**src/rtl/stcp_pkg.sv**
```systemverilog
package stcp_pkg;

  // Result kinds
  localparam logic [2:0] KIND_STATUS   = 3'd0;
  localparam logic [2:0] KIND_SAVE     = 3'd1;
  localparam logic [2:0] KIND_DEFAULT  = 3'd2;
  localparam logic [2:0] KIND_LOAD     = 3'd3;
  localparam logic [2:0] KIND_SET      = 3'd4;
  localparam logic [2:0] KIND_BADVAL   = 3'd5;
  localparam logic [2:0] KIND_BADCMD   = 3'd6;
  localparam logic [2:0] KIND_OVERFLOW = 3'd7;

  // Which scan the datapath runs over the stored line
  typedef enum logic [1:0] {
    PH_NONE,
    PH_SKIP,
    PH_WIN,
    PH_VAL
  } phase_t;

  // Controller to datapath
  typedef struct packed {
    logic       store;
    logic       clr_count;
    logic       start_scan;
    logic       start_val;
    logic       load_out;
    phase_t     phase;
    logic [2:0] out_kind;
  } cmd_t;

  // Datapath to controller
  typedef struct packed {
    logic       is_eol;
    logic       count_zero;
    logic       count_full;
    logic       blank;
    logic       found;
    logic       win_full;
    logic       dec_gain;
    logic [2:0] dec_kind;
    logic       val_end;
    logic       val_ok;
    logic       out_busy;
  } sts_t;

endpackage

```
**src/rtl/stcp_ram.sv**
```systemverilog
module stcp_ram #(
  parameter int WIDTH = 8,
  parameter int DEPTH = 64
) (
  input  logic                     clk,
  input  logic                     we,
  input  logic [$clog2(DEPTH)-1:0] waddr,
  input  logic [WIDTH-1:0]         wdata,
  input  logic [$clog2(DEPTH)-1:0] raddr,
  output logic [WIDTH-1:0]         rdata
);

  logic [WIDTH-1:0] mem [DEPTH];

  always_ff @(posedge clk) begin
    if (we) begin
      mem[waddr] <= wdata;
    end
    rdata <= mem[raddr];
  end

endmodule

```
**src/rtl/stcp_dp.sv**
```systemverilog
module stcp_dp #(
  parameter int LINE_BYTES = 64
) (
  input  logic           clk,
  input  logic           rst_n,
  input  logic [7:0]     rx_byte,
  input  stcp_pkg::cmd_t cmd,
  output stcp_pkg::sts_t sts,
  input  logic           out_tready,
  output logic           out_valid,
  output logic [2:0]     out_kind,
  output logic [1:0]     out_term,
  output logic           out_k,
  output logic [31:0]    out_value
);

  localparam int AW = $clog2(LINE_BYTES);
  localparam int IW = AW + 1;
  localparam logic [AW-1:0] LAST = AW'(LINE_BYTES - 1);

  localparam logic [7:0] CH_CR    = 8'h0D;
  localparam logic [7:0] CH_LF    = 8'h0A;
  localparam logic [7:0] CH_TAB   = 8'h09;
  localparam logic [7:0] CH_SP    = 8'h20;
  localparam logic [7:0] CH_EQ    = 8'h3D;
  localparam logic [7:0] CH_QM    = 8'h3F;
  localparam logic [7:0] CH_MINUS = 8'h2D;
  localparam logic [7:0] CH_PLUS  = 8'h2B;
  localparam logic [7:0] CH_0     = 8'h30;
  localparam logic [7:0] CH_9     = 8'h39;
  localparam logic [7:0] CH_K     = 8'h4B;
  localparam logic [7:0] CH_P     = 8'h50;
  localparam logic [7:0] CH_I     = 8'h49;
  localparam logic [7:0] CH_D     = 8'h44;

  // Value scan substates
  localparam logic [1:0] VS_LEAD  = 2'd0;
  localparam logic [1:0] VS_SIGN  = 2'd1;
  localparam logic [1:0] VS_DIGIT = 2'd2;
  localparam logic [1:0] VS_TRAIL = 2'd3;

  function automatic logic [7:0] upcase(input logic [7:0] c);
    logic [7:0] r;
    r = c;
    if (c >= 8'h61 && c <= 8'h7A) begin
      r = c - 8'd32;
    end
    return r;
  endfunction

  function automatic logic is_skip(input logic [7:0] c);
    return (c == CH_SP) || (c == CH_TAB) || (c == CH_EQ);
  endfunction

  function automatic logic is_end(input logic [7:0] c);
    return (c == 8'd0) || is_skip(c);
  endfunction

  function automatic logic [2:0] term_of(input logic [7:0] c);
    logic [2:0] r;
    r = 3'b000;
    case (upcase(c))
      CH_P:    r = 3'b100;
      CH_I:    r = 3'b101;
      CH_D:    r = 3'b110;
      default: r = 3'b000;
    endcase
    return r;
  endfunction

  logic [AW-1:0] count_r;
  logic [IW-1:0] idx_r, idx_d_r, p_r;
  logic          rd_vld_r, zero_r;
  logic [7:0]    win_r [8];
  logic [2:0]    win_n_r;
  logic [31:0]   acc_r;
  logic          neg_r;
  logic [1:0]    vs_r;
  logic [1:0]    term_r;
  logic          k_r;
  logic          out_valid_r;
  logic [2:0]    out_kind_r;
  logic [1:0]    out_term_r;
  logic          out_k_r;
  logic [31:0]   out_value_r;

  logic [7:0]    rdata, ch;
  logic          ch_vld, scanning, is_digit;
  logic [3:0]    digit;
  logic [31:0]   acc_nxt;
  logic [7:0]    u [8];
  logic [2:0]    t0, t1;
  logic          dec_k;
  logic [1:0]    dec_term;
  logic          dec_gain;
  logic [2:0]    dec_kind;

  stcp_ram #(.WIDTH(8), .DEPTH(LINE_BYTES)) u_line (
    .clk   (clk),
    .we    (cmd.store),
    .waddr (count_r),
    .wdata (rx_byte),
    .raddr (idx_r[AW-1:0]),
    .rdata (rdata)
  );

  // Effective character: zero past the stored count or after a zero byte
  assign scanning = (cmd.phase != stcp_pkg::PH_NONE);
  assign ch_vld   = rd_vld_r && scanning;
  assign ch       = (idx_d_r < IW'(count_r) && !zero_r) ? rdata : 8'd0;
  assign is_digit = (ch >= CH_0) && (ch <= CH_9);
  assign digit    = 4'(ch - CH_0);
  assign acc_nxt  = (acc_r << 3) + (acc_r << 1) + 32'(digit);

  // Command decision over the first eight characters
  always_comb begin
    for (int k = 0; k < 8; k++) begin
      u[k] = upcase(win_r[k]);
    end
    t0 = term_of(win_r[0]);
    t1 = term_of(win_r[1]);
    dec_gain = 1'b0;
    dec_kind = stcp_pkg::KIND_BADCMD;
    dec_k = 1'b0;
    dec_term = 2'd0;
    if (win_r[0] == CH_QM && win_r[1] == 8'd0) begin
      dec_kind = stcp_pkg::KIND_STATUS;
    end else if ({u[0], u[1], u[2], u[3]} == 32'h53544154 && is_end(win_r[4])) begin
      dec_kind = stcp_pkg::KIND_STATUS;
    end else if ({u[0], u[1], u[2], u[3]} == 32'h53415645 && is_end(win_r[4])) begin
      dec_kind = stcp_pkg::KIND_SAVE;
    end else if ({u[0], u[1], u[2], u[3], u[4], u[5], u[6]} == 56'h44454641554C54
                 && is_end(win_r[7])) begin
      dec_kind = stcp_pkg::KIND_DEFAULT;
    end else if ({u[0], u[1], u[2], u[3]} == 32'h4C4F4144 && is_end(win_r[4])) begin
      dec_kind = stcp_pkg::KIND_LOAD;
    end else if (u[0] == CH_K && t1[2] && is_end(win_r[2])) begin
      dec_gain = 1'b1;
      dec_k = 1'b1;
      dec_term = t1[1:0];
    end else if (t0[2] && is_end(win_r[1])) begin
      dec_gain = 1'b1;
      dec_term = t0[1:0];
    end
  end

  // Status toward the controller
  always_comb begin
    sts.is_eol     = (rx_byte == CH_CR) || (rx_byte == CH_LF);
    sts.count_zero = (count_r == '0);
    sts.count_full = (count_r == LAST);
    sts.blank      = ch_vld && (cmd.phase == stcp_pkg::PH_SKIP) && (ch == 8'd0);
    sts.found      = ch_vld && (cmd.phase == stcp_pkg::PH_SKIP) && !is_end(ch);
    sts.win_full   = ch_vld && (cmd.phase == stcp_pkg::PH_WIN) && (win_n_r == 3'd7);
    sts.dec_gain   = dec_gain;
    sts.dec_kind   = dec_kind;
    sts.val_end    = 1'b0;
    sts.val_ok     = 1'b0;
    if (ch_vld && cmd.phase == stcp_pkg::PH_VAL) begin
      case (vs_r)
        VS_LEAD: begin
          sts.val_end = !is_skip(ch) && ch != CH_MINUS && ch != CH_PLUS && !is_digit;
        end
        VS_SIGN: begin
          sts.val_end = !is_digit;
        end
        VS_DIGIT: begin
          sts.val_end = !is_digit && !is_skip(ch);
          sts.val_ok  = (ch == 8'd0);
        end
        default: begin
          sts.val_end = !is_skip(ch);
          sts.val_ok  = (ch == 8'd0);
        end
      endcase
    end
    sts.out_busy = out_valid_r && !out_tready;
  end

  // Line count and read pointer
  always_ff @(posedge clk) begin
    if (!rst_n) begin
      count_r  <= '0;
      rd_vld_r <= 1'b0;
      zero_r   <= 1'b0;
    end else begin
      if (cmd.clr_count) begin
        count_r <= '0;
      end else if (cmd.store) begin
        count_r <= count_r + 1'b1;
      end
      // scan starts are issued with no phase active, so this drops low there
      rd_vld_r <= scanning;
      if (cmd.start_scan || cmd.start_val) begin
        zero_r <= 1'b0;
      end else if (ch_vld && cmd.phase == stcp_pkg::PH_WIN && ch == 8'd0) begin
        zero_r <= 1'b1;
      end
    end
  end

  // Scan datapath: index, window and value accumulator
  always_ff @(posedge clk) begin
    idx_d_r <= idx_r;
    if (cmd.start_scan) begin
      idx_r <= '0;
    end else if (cmd.start_val) begin
      idx_r  <= p_r + (dec_k ? IW'(2) : IW'(1));
      term_r <= dec_term;
      k_r    <= dec_k;
      acc_r  <= '0;
      neg_r  <= 1'b0;
      vs_r   <= VS_LEAD;
    end else if (scanning) begin
      idx_r <= idx_r + 1'b1;
    end
    if (sts.found) begin
      p_r      <= idx_d_r;
      win_r[0] <= ch;
      win_n_r  <= 3'd1;
    end else if (ch_vld && cmd.phase == stcp_pkg::PH_WIN) begin
      win_r[win_n_r] <= ch;
      win_n_r        <= win_n_r + 1'b1;
    end
    if (ch_vld && cmd.phase == stcp_pkg::PH_VAL) begin
      case (vs_r)
        VS_LEAD: begin
          if (ch == CH_MINUS) begin
            neg_r <= 1'b1;
            vs_r  <= VS_SIGN;
          end else if (ch == CH_PLUS) begin
            vs_r <= VS_SIGN;
          end else if (is_digit) begin
            acc_r <= 32'(digit);
            vs_r  <= VS_DIGIT;
          end
        end
        VS_SIGN: begin
          acc_r <= 32'(digit);
          vs_r  <= VS_DIGIT;
        end
        VS_DIGIT: begin
          if (is_digit) begin
            acc_r <= acc_nxt;
          end else begin
            vs_r <= VS_TRAIL;
          end
        end
        default: begin
          vs_r <= VS_TRAIL;
        end
      endcase
    end
  end

  // Output register
  always_ff @(posedge clk) begin
    if (!rst_n) begin
      out_valid_r <= 1'b0;
    end else if (cmd.load_out) begin
      out_valid_r <= 1'b1;
    end else if (out_tready) begin
      out_valid_r <= 1'b0;
    end
    if (cmd.load_out) begin
      out_kind_r <= cmd.out_kind;
      if (cmd.out_kind == stcp_pkg::KIND_SET) begin
        out_term_r  <= term_r;
        out_k_r     <= k_r;
        out_value_r <= neg_r ? (32'd0 - acc_r) : acc_r;
      end else begin
        out_term_r  <= '0;
        out_k_r     <= 1'b0;
        out_value_r <= '0;
      end
    end
  end

  assign out_valid = out_valid_r;
  assign out_kind  = out_kind_r;
  assign out_term  = out_term_r;
  assign out_k     = out_k_r;
  assign out_value = out_value_r;

  // A pending result is never overwritten
  a_no_overwrite: assert property (@(posedge clk) disable iff (!rst_n)
    cmd.load_out |-> (!out_valid_r || out_tready))
    else $error("result overwritten before taken");

  // The line store never writes past its last usable entry
  a_store_room: assert property (@(posedge clk) disable iff (!rst_n)
    cmd.store |-> (count_r != LAST))
    else $error("store into a full line");

  // A new result appears only after a load command
  a_out_from_load: assert property (@(posedge clk) disable iff (!rst_n)
    $rose(out_valid_r) |-> $past(cmd.load_out))
    else $error("result valid without load");

endmodule

```
**src/rtl/stcp_ctrl.sv**
```systemverilog
module stcp_ctrl (
  input  logic           clk,
  input  logic           rst_n,
  input  logic           in_tvalid,
  output logic           in_tready,
  input  stcp_pkg::sts_t sts,
  output stcp_pkg::cmd_t cmd
);

  typedef enum logic [2:0] {
    S_IDLE,
    S_SKIP,
    S_WIN,
    S_DEC,
    S_VAL,
    S_EMIT
  } state_t;

  state_t     state_r, state_nxt;
  logic [2:0] kind_r, kind_nxt;

  assign in_tready = (state_r == S_IDLE);

  // Next state and commands
  always_comb begin
    state_nxt     = state_r;
    kind_nxt      = kind_r;
    cmd           = '0;
    cmd.phase     = stcp_pkg::PH_NONE;
    cmd.out_kind  = kind_r;
    case (state_r)
      S_IDLE: begin
        if (in_tvalid) begin
          if (sts.is_eol) begin
            // count is kept through the parse to bound the scans
            if (!sts.count_zero) begin
              cmd.start_scan = 1'b1;
              state_nxt      = S_SKIP;
            end
          end else if (!sts.count_full) begin
            cmd.store = 1'b1;
          end else begin
            cmd.clr_count = 1'b1;
            kind_nxt      = stcp_pkg::KIND_OVERFLOW;
            state_nxt     = S_EMIT;
          end
        end
      end
      S_SKIP: begin
        cmd.phase = stcp_pkg::PH_SKIP;
        if (sts.blank) begin
          cmd.clr_count = 1'b1;
          state_nxt     = S_IDLE;
        end else if (sts.found) begin
          state_nxt = S_WIN;
        end
      end
      S_WIN: begin
        cmd.phase = stcp_pkg::PH_WIN;
        if (sts.win_full) begin
          state_nxt = S_DEC;
        end
      end
      S_DEC: begin
        if (sts.dec_gain) begin
          cmd.start_val = 1'b1;
          state_nxt     = S_VAL;
        end else begin
          kind_nxt  = sts.dec_kind;
          state_nxt = S_EMIT;
        end
      end
      S_VAL: begin
        cmd.phase = stcp_pkg::PH_VAL;
        if (sts.val_end) begin
          kind_nxt  = sts.val_ok ? stcp_pkg::KIND_SET : stcp_pkg::KIND_BADVAL;
          state_nxt = S_EMIT;
        end
      end
      S_EMIT: begin
        // parse is over: start the next line empty
        cmd.clr_count = 1'b1;
        if (!sts.out_busy) begin
          cmd.load_out = 1'b1;
          state_nxt    = S_IDLE;
        end
      end
      default: begin
        state_nxt = S_IDLE;
      end
    endcase
  end

  always_ff @(posedge clk) begin
    if (!rst_n) begin
      state_r <= S_IDLE;
      kind_r  <= stcp_pkg::KIND_STATUS;
    end else begin
      state_r <= state_nxt;
      kind_r  <= kind_nxt;
    end
  end

endmodule

```
**src/rtl/serial_text_command_parser_top.sv**
```systemverilog
// Serial text command parser.
// Input channel (in_*): one received character per transaction in in_tdata.
// Result channel (out_*): one command result per finished non-blank line;
// the kind is in out_tuser, the gain term, K flag and signed value in out_tdata.
// Ordinary characters are written into the line memory as they arrive;
// in_tready stays high for them, so they can follow back to back.
// CR or LF on a non-empty line starts a parse that walks the stored line:
// leading blanks are scanned, the next eight characters are collected to
// pick the command, and for a gain set the value is scanned again from just
// after the gain name. The parse reads the line through the single registered
// read port of the line memory (one character per cycle), and the result is
// loaded when the parse ends. A line that grows too long gives an overflow
// result and restarts. in_tready stays low during the parse.
// When the receiver stalls, one result waits in the output register; the
// parse of the next line may finish and then holds until that result is
// taken. Reset empties the line and drops any pending result.
module serial_text_command_parser_top #(
  parameter int LINE_BYTES = 64
) (
  input  logic        clk,
  input  logic        rst_n,
  input  logic        in_tvalid,
  output logic        in_tready,
  input  logic [7:0]  in_tdata,   // [7:0] rx_byte
  output logic        out_tvalid,
  input  logic        out_tready,
  output logic [39:0] out_tdata,  // [1:0] gain_term, [2] k_prefixed, [34:3] gain_value
  output logic [2:0]  out_tuser   // [2:0] command_kind
);

  stcp_pkg::cmd_t cmd;
  stcp_pkg::sts_t sts;
  logic [1:0]     term;
  logic           k;
  logic [31:0]    value;

  stcp_ctrl u_ctrl (
    .clk       (clk),
    .rst_n     (rst_n),
    .in_tvalid (in_tvalid),
    .in_tready (in_tready),
    .sts       (sts),
    .cmd       (cmd)
  );

  stcp_dp #(.LINE_BYTES(LINE_BYTES)) u_dp (
    .clk        (clk),
    .rst_n      (rst_n),
    .rx_byte    (in_tdata),
    .cmd        (cmd),
    .sts        (sts),
    .out_tready (out_tready),
    .out_valid  (out_tvalid),
    .out_kind   (out_tuser),
    .out_term   (term),
    .out_k      (k),
    .out_value  (value)
  );

  assign out_tdata = {5'd0, value, k, term};

endmodule
```
**config.mk**
```make
export PLATFORM = sky130hd
export DESIGN_NAME = serial_text_command_parser_top
export DESIGN_NICKNAME = d
export VERILOG_FILES = /design/src/rtl/stcp_pkg.sv /design/src/rtl/stcp_ram.sv /design/src/rtl/stcp_dp.sv /design/src/rtl/stcp_ctrl.sv /design/src/rtl/serial_text_command_parser_top.sv
export SDC_FILE = /design/constraint.sdc
export NUM_CORES = 1
export LEC_CHECK = 0
export BUFFER_PORTS_ARGS = -buffer_cell sky130_fd_sc_hd__buf_2
export CORE_MARGIN = 5
export CORE_UTILIZATION = 63
export DETAILED_ROUTE_END_ITERATION = 10
export PLACE_DENSITY = 0.8
export SYNTH_ARGS = -nofsm -noshare
export SYNTH_HDL_FRONTEND = slang
export SYNTH_HIERARCHICAL = 1
export SYNTH_SLANG_ARGS = --single-unit
```
**constraint.sdc**
```tcl
create_clock -name clk -period 6.5 [get_ports clk]
set_clock_uncertainty 0.15 [all_clocks]
set_input_delay 0.975 -clock clk [delete_from_list [all_inputs] [get_ports clk]]
set_output_delay 0.975 -clock clk [all_outputs]
set_load 0.05 [all_outputs]
```
* Yosys cells after proc, flatten, opt, wreduce, memory -nomap -nowiden *
Memories as Yosys holds them, arrays and structs flattened. A register that Yosys moved wholly into a read port is not among the register bits.
Cells that the tools add are included.

operators by class
  equality and inequality tests = 56
  bitwise logic cells = 2
  $lt $le $gt $ge = 17
  $add $sub $neg = 15
  muxes and demuxes = 103
  reduce and logical (&&, ||, !) cells = 72

operators by type and width
  kind                                                             number
  two-way mux 32 bit                                               8
  == test 8 x 6 -> 1 bit (second input constant)                   13
  == test 32 x 31 -> 1 bit (second input constant)                 3
  case mux 32 bit (3 select lines)                                 1
  two-way mux 8 bit                                                9
  two-way mux 3 bit                                                21
  == test 56 x 55 -> 1 bit (second input constant)                 1
  == test 8 x 4 -> 1 bit (second input constant)                   7
  == test 8 x 7 -> 1 bit (second input constant)                   7
  >= comparator 8 x 7 -> 1 bit (second input constant)             7
  less-or-equal comparator 8 x 7 -> 1 bit (second input constant)  7
  subtractor 8 x 6 -> 8 bit (second input constant)                7
  two-way mux 1 bit                                                42
  logical NOT 8 bit                                                5
  adder 32 bit                                                     1
  adder 32 x 4 -> 32 bit                                           1
  subtractor 1 x 32 -> 32 bit (first input constant)               1
  logical AND 1 bit                                                30
  case mux 3 bit (3 select lines)                                  3
  two-way mux 2 bit                                                12
  case mux 3 bit (6 select lines)                                  1
  logical OR 1 bit                                                 17
  != test 8 x 6 -> 1 bit (second input constant)                   2
  two-way mux 7 bit                                                2
  other kinds (33)                                                 57

word-level totals
  output and inout port bits = 45
  memories = 2
  input bits = 12
  flip-flop bits (word level) = 115
  bits in writable memories = 576

memory list
  memory           depth  bits a word  rd ports  clocked after memory_dff  wr ports  line            text
  u_dp.u_line.mem  64     8            1         1                         1         stcp_ram.sv:13  logic [WIDTH-1:0] mem [DEPTH];
  u_dp.win_r       8      8            8         0                         1         stcp_dp.sv:74   logic [7:0] win_r [8];

* Longest topological paths before layout *
Gate-level depths: netlist (run 1).
An unclocked memory read counts as a cell.

  depth after elaboration = 23
  depth in mapped cells = 20
  mapped depth without buffers = 17

* Modules after synthesis *
Netlist (run 1), hierarchy kept.

modules (own cells, without submodules)
  module                          area each (um^2)  cells each  instances
  stcp_ram                        20,190.6          972         1
  stcp_dp                         9,783.1           968         1
  stcp_ctrl                       510.5             64          1
  serial_text_command_parser_top  48.8              7           1

* Worst setup path before layout (run 1) *
OpenSTA, ideal clock, no wires.

  path kind = flip-flop to flip-flop
  start = register u_dp.count_r[4]
  end = register u_dp.acc_r[30]
  arrival time = 4.437 ns
  cell stages (with the launch flop) = 19
  period minus slack after synthesis = 4.711 ns
  path buffers = 1
  slack = 1.789 ns
  required time = 6.226 ns
  path through = dfxtp_1 > inv_1 > ha_1 > a21o_1 > a2111oi_0 > o21a_1 > clkbuf_1 > and2_1 > ha_1 > ha_1 > fa_1 > a21oi_1 > o22ai_1 > o21bai_2 > o211ai_1 > or4_1 > a41o_1 > xnor2_1 > o21ai_1

between the ends
  elaborated cells between the ends (all ways) = 22
  those cells by class = 2 x add/sub; 3 x order compare; 2 x eq/ne; 12 x mux; 3 x reduce/logical

RTL lines
  item                                                            line            text
  start, declared                                                 stcp_dp.sv:71   logic [AW-1:0] count_r;
  start signal, assigned                                          stcp_dp.sv:190  count_r <= count_r + 1'b1;
  < comparator 7 x 6 -> 1 bit *                                   stcp_dp.sv:110  assign ch = (idx_d_r < IW'(count_r) && !zero_r) ? rdata : 8'd0;
  logical AND 1 bit *                                             stcp_dp.sv:110
  two-way mux 8 bit *                                             stcp_dp.sv:110
  net u_dp.ch[2]                                                  stcp_dp.sv:87   logic [7:0] rdata, ch;
  branches (longest 5 deep; another with adder 32 x 4 -> 32 bit)  -
  case mux 32 bit (3 select lines) *                              stcp_dp.sv:226  case (vs_r)
  two-way mux 32 bit *                                            stcp_dp.sv:225  if (ch_vld && cmd.phase == stcp_pkg::PH_VAL) begin
  end signal, assigned                                            stcp_dp.sv:234  acc_r <= 32'(digit);
  end signal, assigned                                            stcp_dp.sv:239  acc_r <= 32'(digit);
  end signal, assigned                                            stcp_dp.sv:244  acc_r <= acc_nxt;
  end, declared                                                   stcp_dp.sv:76   logic [31:0] acc_r;

Mark *: on every way through the listed nets, which the timed path passes.
A chain may end at the register's enable or synchronous reset.

* Worst setup path after layout (run 1) *
Same ends and word-level chain as after synthesis.

==> results of run 1 <==
==> cells by family after synthesis <==
group	count (synthesis)	share of synthesized area
fa+ha+maj	84	0.0352
other cells	1	0.000123
buf+inv	144	0.0228
compound gates	300	0.0666
mux	154	0.101
xor+xnor	78	0.0224
flops	699	0.663
simple gates	551	0.0886
==> final cells by class <==
type	instances	area [sq um]	area share
clock buffers	92	1920	0.0572
clock inverters	32	357	0.0106
inverters	52	198	0.00590
multi-input cells	1172	9620	0.287
flip-flops and latches	699	20200	0.604
well taps	615	769	0.0230
repair buffers	70	410	0.0122
==> worst max-delay path, cell delays in order, from the launching register on <==
cell and delay (ps):
dfxtp_1 500, inv_1 140, ha_1 330, a21o_1 180, a2111oi_0 560, o21a_1 430, and2_1 470, ha_1 330
ha_1 230, fa_1 410, a21oi_1 190, o22ai_1 160, o21bai_2 250, o211ai_1 200, or4_1 440, a41o_1 250
xnor2_1 140, o21ai_1 70
==> metal layers <==
layer / up-vias / GRT usage
met1: 9196 / 0.362
li1: 7970 / -
met5: - / 0
met3: 141 / 0.0524
met2: 999 / 0.426
met4: 0 / 0.0779
==> report_power, final <==
group | leakage [nW] | switching (W) | internal, W | total (W)
sequential | 6.34 | 0.000239 | 0.00498 | 0.00522
combinational | 4.03 | 0.00108 | 0.000933 | 0.00201
clock | 1.11 | 0.00163 | 0.00236 | 0.00399
total | 11.5 | 0.00295 | 0.00827 | 0.0112
==> Yosys cell counts (all sizes together), types with 44 or more instances <==
library cell	instances
dfxtp	75
xor2	44
clkbuf	44
nand3	55
mux4	124
a21oi	45
nor2	187
ha	81
edfxtp	624
o21ai	74
inv	50
nand2	114
buf	48
==> worst max-delay path by stage <==
stage | endpoint | depth (start not counted)
6_report | u_dp/acc_r[30] | 17
5_1_grt | u_dp/acc_r[30] | 17
4_1_cts | u_dp/acc_r[30] | 17
3_5_place_dp | u_dp/acc_r[30] | 17
3_3_place_gp | u_dp/acc_r[30] | 17
2_1_floorplan | u_dp/acc_r[30] | 18
==> state kept, by name (all words and copies together), names as in the netlist <==
name,flops
u_dp/idx_d_r,7
u_dp/idx_r,7
u_dp/acc_r,32
u_dp/u_line/rdata,8
u_dp/neg_r,1
u_dp/out_valid,1
u_dp/count_r,6
u_dp/out_kind,3
u_dp/out_value,32
u_dp/win_n_r,3
u_dp/win_r,64
u_dp/p_r,7
u_dp/k_r,1
u_ctrl/state_r,3
u_dp/zero_r,1
u_dp/out_k,1
u_dp/term_r,2
u_dp/out_term,2
u_dp/rd_vld_r,1
u_ctrl/kind_r,3
u_dp/vs_r,2
u_dp/u_line/mem,512
==> metrics by stage <==
step	hold WS [ps]	area (sq um)	total power (W)	utilization	instances
global route	234	33500	0.0116	0.701	2732
floorplan	199	30500	0.00672	-	2015
finish	228	33500	0.0112	0.701	2732
global placement	211	31200	0.00724	0.653	2608
detailed placement	206	31200	0.00727	0.653	2608
CTS	226	33500	0.0113	0.701	2732
==> run metrics, run 1 <==
status completed; Initial DRC Count 2,232; die height 230 um; GPL Wtd Cong 0.891; Hold Crit Class reg -> reg; synthesized area 30,500 sq um; Post-Syn Instances 2,011; top-area cell type share of the netlist area 0.614; clk_lat worst skew 600 ps; commonest cells after routing, fill and taps aside 624 x edfxtp_1, 187 x nor2_1, 124 x mux4_2; DP Worst Slack 995 ps; Synth area leader edfxtp_1; Metal-1 WL 26,700 um; Fin. Hold Viols 0; nets 2,160; Post-synth EDFFs 624; Vias 18,300; Synth Register Bits 699; antenna cells 0; CP required 6800 ps; wire per inst 25.0 um; vias in the first global route 18,000; CTS tree yes; Setup Viol. Count Final 0; hold buffer count at cts 0; reg2reg path depth 17; CP arrival 5890 ps; core area 47,800 sq um; Rows 80; Mapped Avg Cell Area 15.2 sq um; number of fill cells 2,986; Startpoint Class flop; Layout area overhead 9.78%; WL met3 6260 um; IO Port Bufs 51; Period minus WS final 5590 ps; Crit. End Element flop; maximum vdd ir drop 0.000297 V; cts repair resizes 0; gr usage total 0.260; Initial Util 0.638; first-pass GRT wire length 107,000 um; Clock Sink Count 699; Pleak 11.5 nW; Clock transition at path regs 60 ps; sequential share of the synthesized area 0.663; Worst Path Max Fanout 13; top layer in use met4; Top FF cell, synth edfxtp_1; clk root buf clkbuf_16; share of cells above drive strength 1 0.154; largest net degree at the start of global routing 66; First-pass DRT Iterations 6; fin. max-slew vios 0; GRT overflow 0; hold path start u_dp/idx_r[6]; post-CTS setup buffer count 0; vias per cell 6.70; largest cells by area after synthesis edfxtp_1 61%, mux4_2 9.1%, dfxtp_1 4.9%, ha_1 3.3%, nor2_1 2.3%; Post-synth ARST share 0; die area 53,000 sq um; post-synth cell types 85; Worst-Margin Slew 1200 ps; Routed WL 68,400 um; Fmax 0.179 GHz; Final WS setup 906 ps; commonest non-fill, non-tap cell in the layout edfxtp_1; Max-slew headroom 0.196; reg-to-reg startpoint u_dp/count_r[4]; htree depth 3; period utilization 0.861; flop-to-flop setup slack 910 ps; worst hold path endpoint u_dp/idx_d_r[6]; worst r2r dst u_dp/acc_r[30]; Synth warnings 6; residual DRC count 0; maxcap violations 0; RSZ-0062 raised after global routing no; CTS Buffer Depth 3; initial antenna violation count 0; TNS Setup 0 ps; hpwl dp 42,500 um; post-route ant nets 0; number of buffers created by CTS 69; Crit. Startpoint u_dp/count_r[4]; Die Wd 230 um; critical setup path kind reg -> reg; Top-Level Pins 57; pwr dens 335 nW/um^2; DR WL met2 33,400 um; worst hold stages 0
No activity file was read; power rests on OpenSTA's default activity.
==> inputs of run 2 (changes only) <==
CORE_UTILIZATION = 29   (was 63)
PLACE_DENSITY = unset   (was 0.8)
==> run 2 against run 1 <==
  * Largest cell class unchanged
  * Wire length is 4.4% higher
  * Via count fell by 2.5%
  * Flip-flop and latch count unchanged
==> run metrics, run 2 (same netlist as run 1, synthesis figures left out) <==
maximum vdd ir drop 0.000258 V (-13%); CTS tree yes; Vias 17,900 (-2.5%); Period minus WS final 5780 ps (+189 ps); clk_lat worst skew 620 ps (+20 ps); share of cells above drive strength 1 0.160 (+0.00565); global route hottest layer met2; CP required 6830 ps (+30 ps); Layout area overhead 13.6%; largest net degree at the start of global routing 79 (+20%); antenna cells 0 (unchanged); Routed WL 71,400 um (+4.4%); status completed; vias per cell 5.06 (-24%); GRT overflow 0 (unchanged); Setup Viol. Count Final 0 (unchanged); met2 Resource Use GR 0.196 (-0.229); number of buffers created by CTS 76 (+10%); Startpoint Class flop; biggest regs u_dp/u_line/mem: 512 flops, u_dp/win_r: 64 flops; met3 Use GR 0.0264 (-0.0261); gr usage total 0.124 (-0.136); nets 2,171 (+0.51%); vias in the first global route 17,700 (-1.6%); period utilization 0.890 (+0.0290); clk root buf clkbuf_16; Worst-Margin Slew 1290 ps (+91.7 ps); slowest stage delay, CP 740 ps (+180 ps); Fin. Hold Viols 0 (unchanged); GPL Wtd Cong 0.850 (-4.6%); die height 334 um (+45%); Worst Path Max Fanout 13 (unchanged); Clock transition at path regs 60 ps (about the same); critical path cell sequence inv_1 > ha_1 > a21o_1 > a2111oi_0 > o21a_1 > and2_1 > ha_1 > ha_1 > fa_1 > a21oi_1 > o22ai_1 > o21bai_2 > o211ai_1 > or4_1 > a41o_1 > xnor2_1 > o21ai_1; Initial Util 0.291 (-0.347); Cell Area, Placed 32,200 sq um (+3.2%); commonest cells after routing, fill and taps aside 624 x edfxtp_1, 187 x nor2_1, 124 x mux4_2; Die Wd 334 um (+45%); Rows 119 (+49%); die area 112,000 sq um (+110%); wire per inst 20.2 um (-19%); Max-slew headroom 0.134 (-0.0616); WP buf/inv 1 (unchanged); residual DRC count 0 (unchanged); Hold Crit Class reg -> reg; met1 usage 0.174 (-0.188); critical path's top delay family compound AO/OA/AOI/OAI gates; Final Cell Area 34,700 sq um (+3.5%); post-CTS setup buffer count 0 (unchanged); CP arrival 6110 ps (+220 ps); critical setup path kind reg -> reg; final core occ 0.330 (-0.370); CTS Buffer Depth 3 (unchanged); first-pass GRT wire length 108,000 um (+0.97%); CP max stage cell a2111oi_0; TNS Setup 0 ps (unchanged); post-route ant nets 0 (unchanged); core area 105,000 sq um (+120%); htree depth 3 (unchanged); Initial DRC Count 1,648 (-26%); First-pass DRT Iterations 7 (+1); pwr dens 329 nW/um^2 (-1.6%); initial antenna violation count 1 (+1); cell mode on critical path ha_1; fin. max-slew vios 0 (unchanged); hold buffer count at cts 0 (unchanged); cts repair resizes 0 (unchanged); Crit. End Element flop; Pleak 11.6 nW (+0.76%); max FFs per register 512 (unchanged); RSZ-0062 raised after global routing no; IO Port Bufs 51 (unchanged); Clock Sink Count 699 (unchanged); Reg with most FFs u_dp/u_line/mem; Top-Level Pins 57 (unchanged); Fmax 0.173 GHz (-3.3%); commonest non-fill, non-tap cell in the layout edfxtp_1; hpwl dp 46,300 um (+9.0%); maxcap violations 0 (unchanged)
-- run 2: cell count changes in the layout (fill, tap and decap cells not counted), moves of 2 or more --
cell,change
bufinv_16,-2
clkbuf_8,-2
inv_6,+4
clkbuf_1,-7
clkinv_16,+2
inv_16,+2
clkinvlp_4,+4
clkinv_1,+11
buf_4,+4
clkbuf_16,+4
clkinv_8,-2
-- run 2: cell type report --
| cell class | instances | area (sq um) |
|---|---|---|
| Multi-Input combinational cell | 1172 | 9620 |
| Clock inverter | 52 | 480 |
| Tap cell | 1391 | 1740 |
| Inverter | 52 | 198 |
| Timing Repair Buffer | 74 | 440 |
| Sequential cell | 699 | 20200 |
| Clock buffer | 87 | 1960 |
| Fill cell | 10100 | 70300 |
-- run 2: report_power, final --
group	internal, W	switching, W
Combinational	0.000939	0.00112
Sequential	0.00498	0.000199
Clock	0.00240	0.00179
Total	0.00832	0.00311
-- run 2: per-stage QoR --
| stage | total power [W] | hold slack (ps) | instances | setup slack (ps) |
|---|---|---|---|---|
| after global routing | 0.0119 | 224 | 3527 | 410 |
| final | 0.0114 | 214 | 3527 | 717 |
| after floorplan | 0.00672 | 199 | 2015 | 1790 |
| after detailed placement | 0.00733 | 207 | 3388 | 749 |
| after CTS | 0.0115 | 215 | 3527 | 754 |
| after global placement | 0.00731 | 207 | 3388 | 917 |
-- run 2: worst paths after layout --
| path | start | to | slack (ps) | depth (start not counted) |
|---|---|---|---|---|
| max | u_dp/count_r[4] | u_dp/acc_r[30] | 720 | 17 |
| min | u_dp/idx_r[6] | u_dp/idx_d_r[6] | 210 | 0 |
| max reg2reg | u_dp/count_r[4] | u_dp/acc_r[30] | 720 | 17 |
| min reg2reg | u_dp/idx_r[6] | u_dp/idx_d_r[6] | 210 | 0 |
-- run 2: routing by layer --
layer  wire, um  vias to the layer above
met2      32600                      708
li1           -                     8004
met4       1930                        2
met1      31000                     9010
met5         45                        -
met3       5840                      126
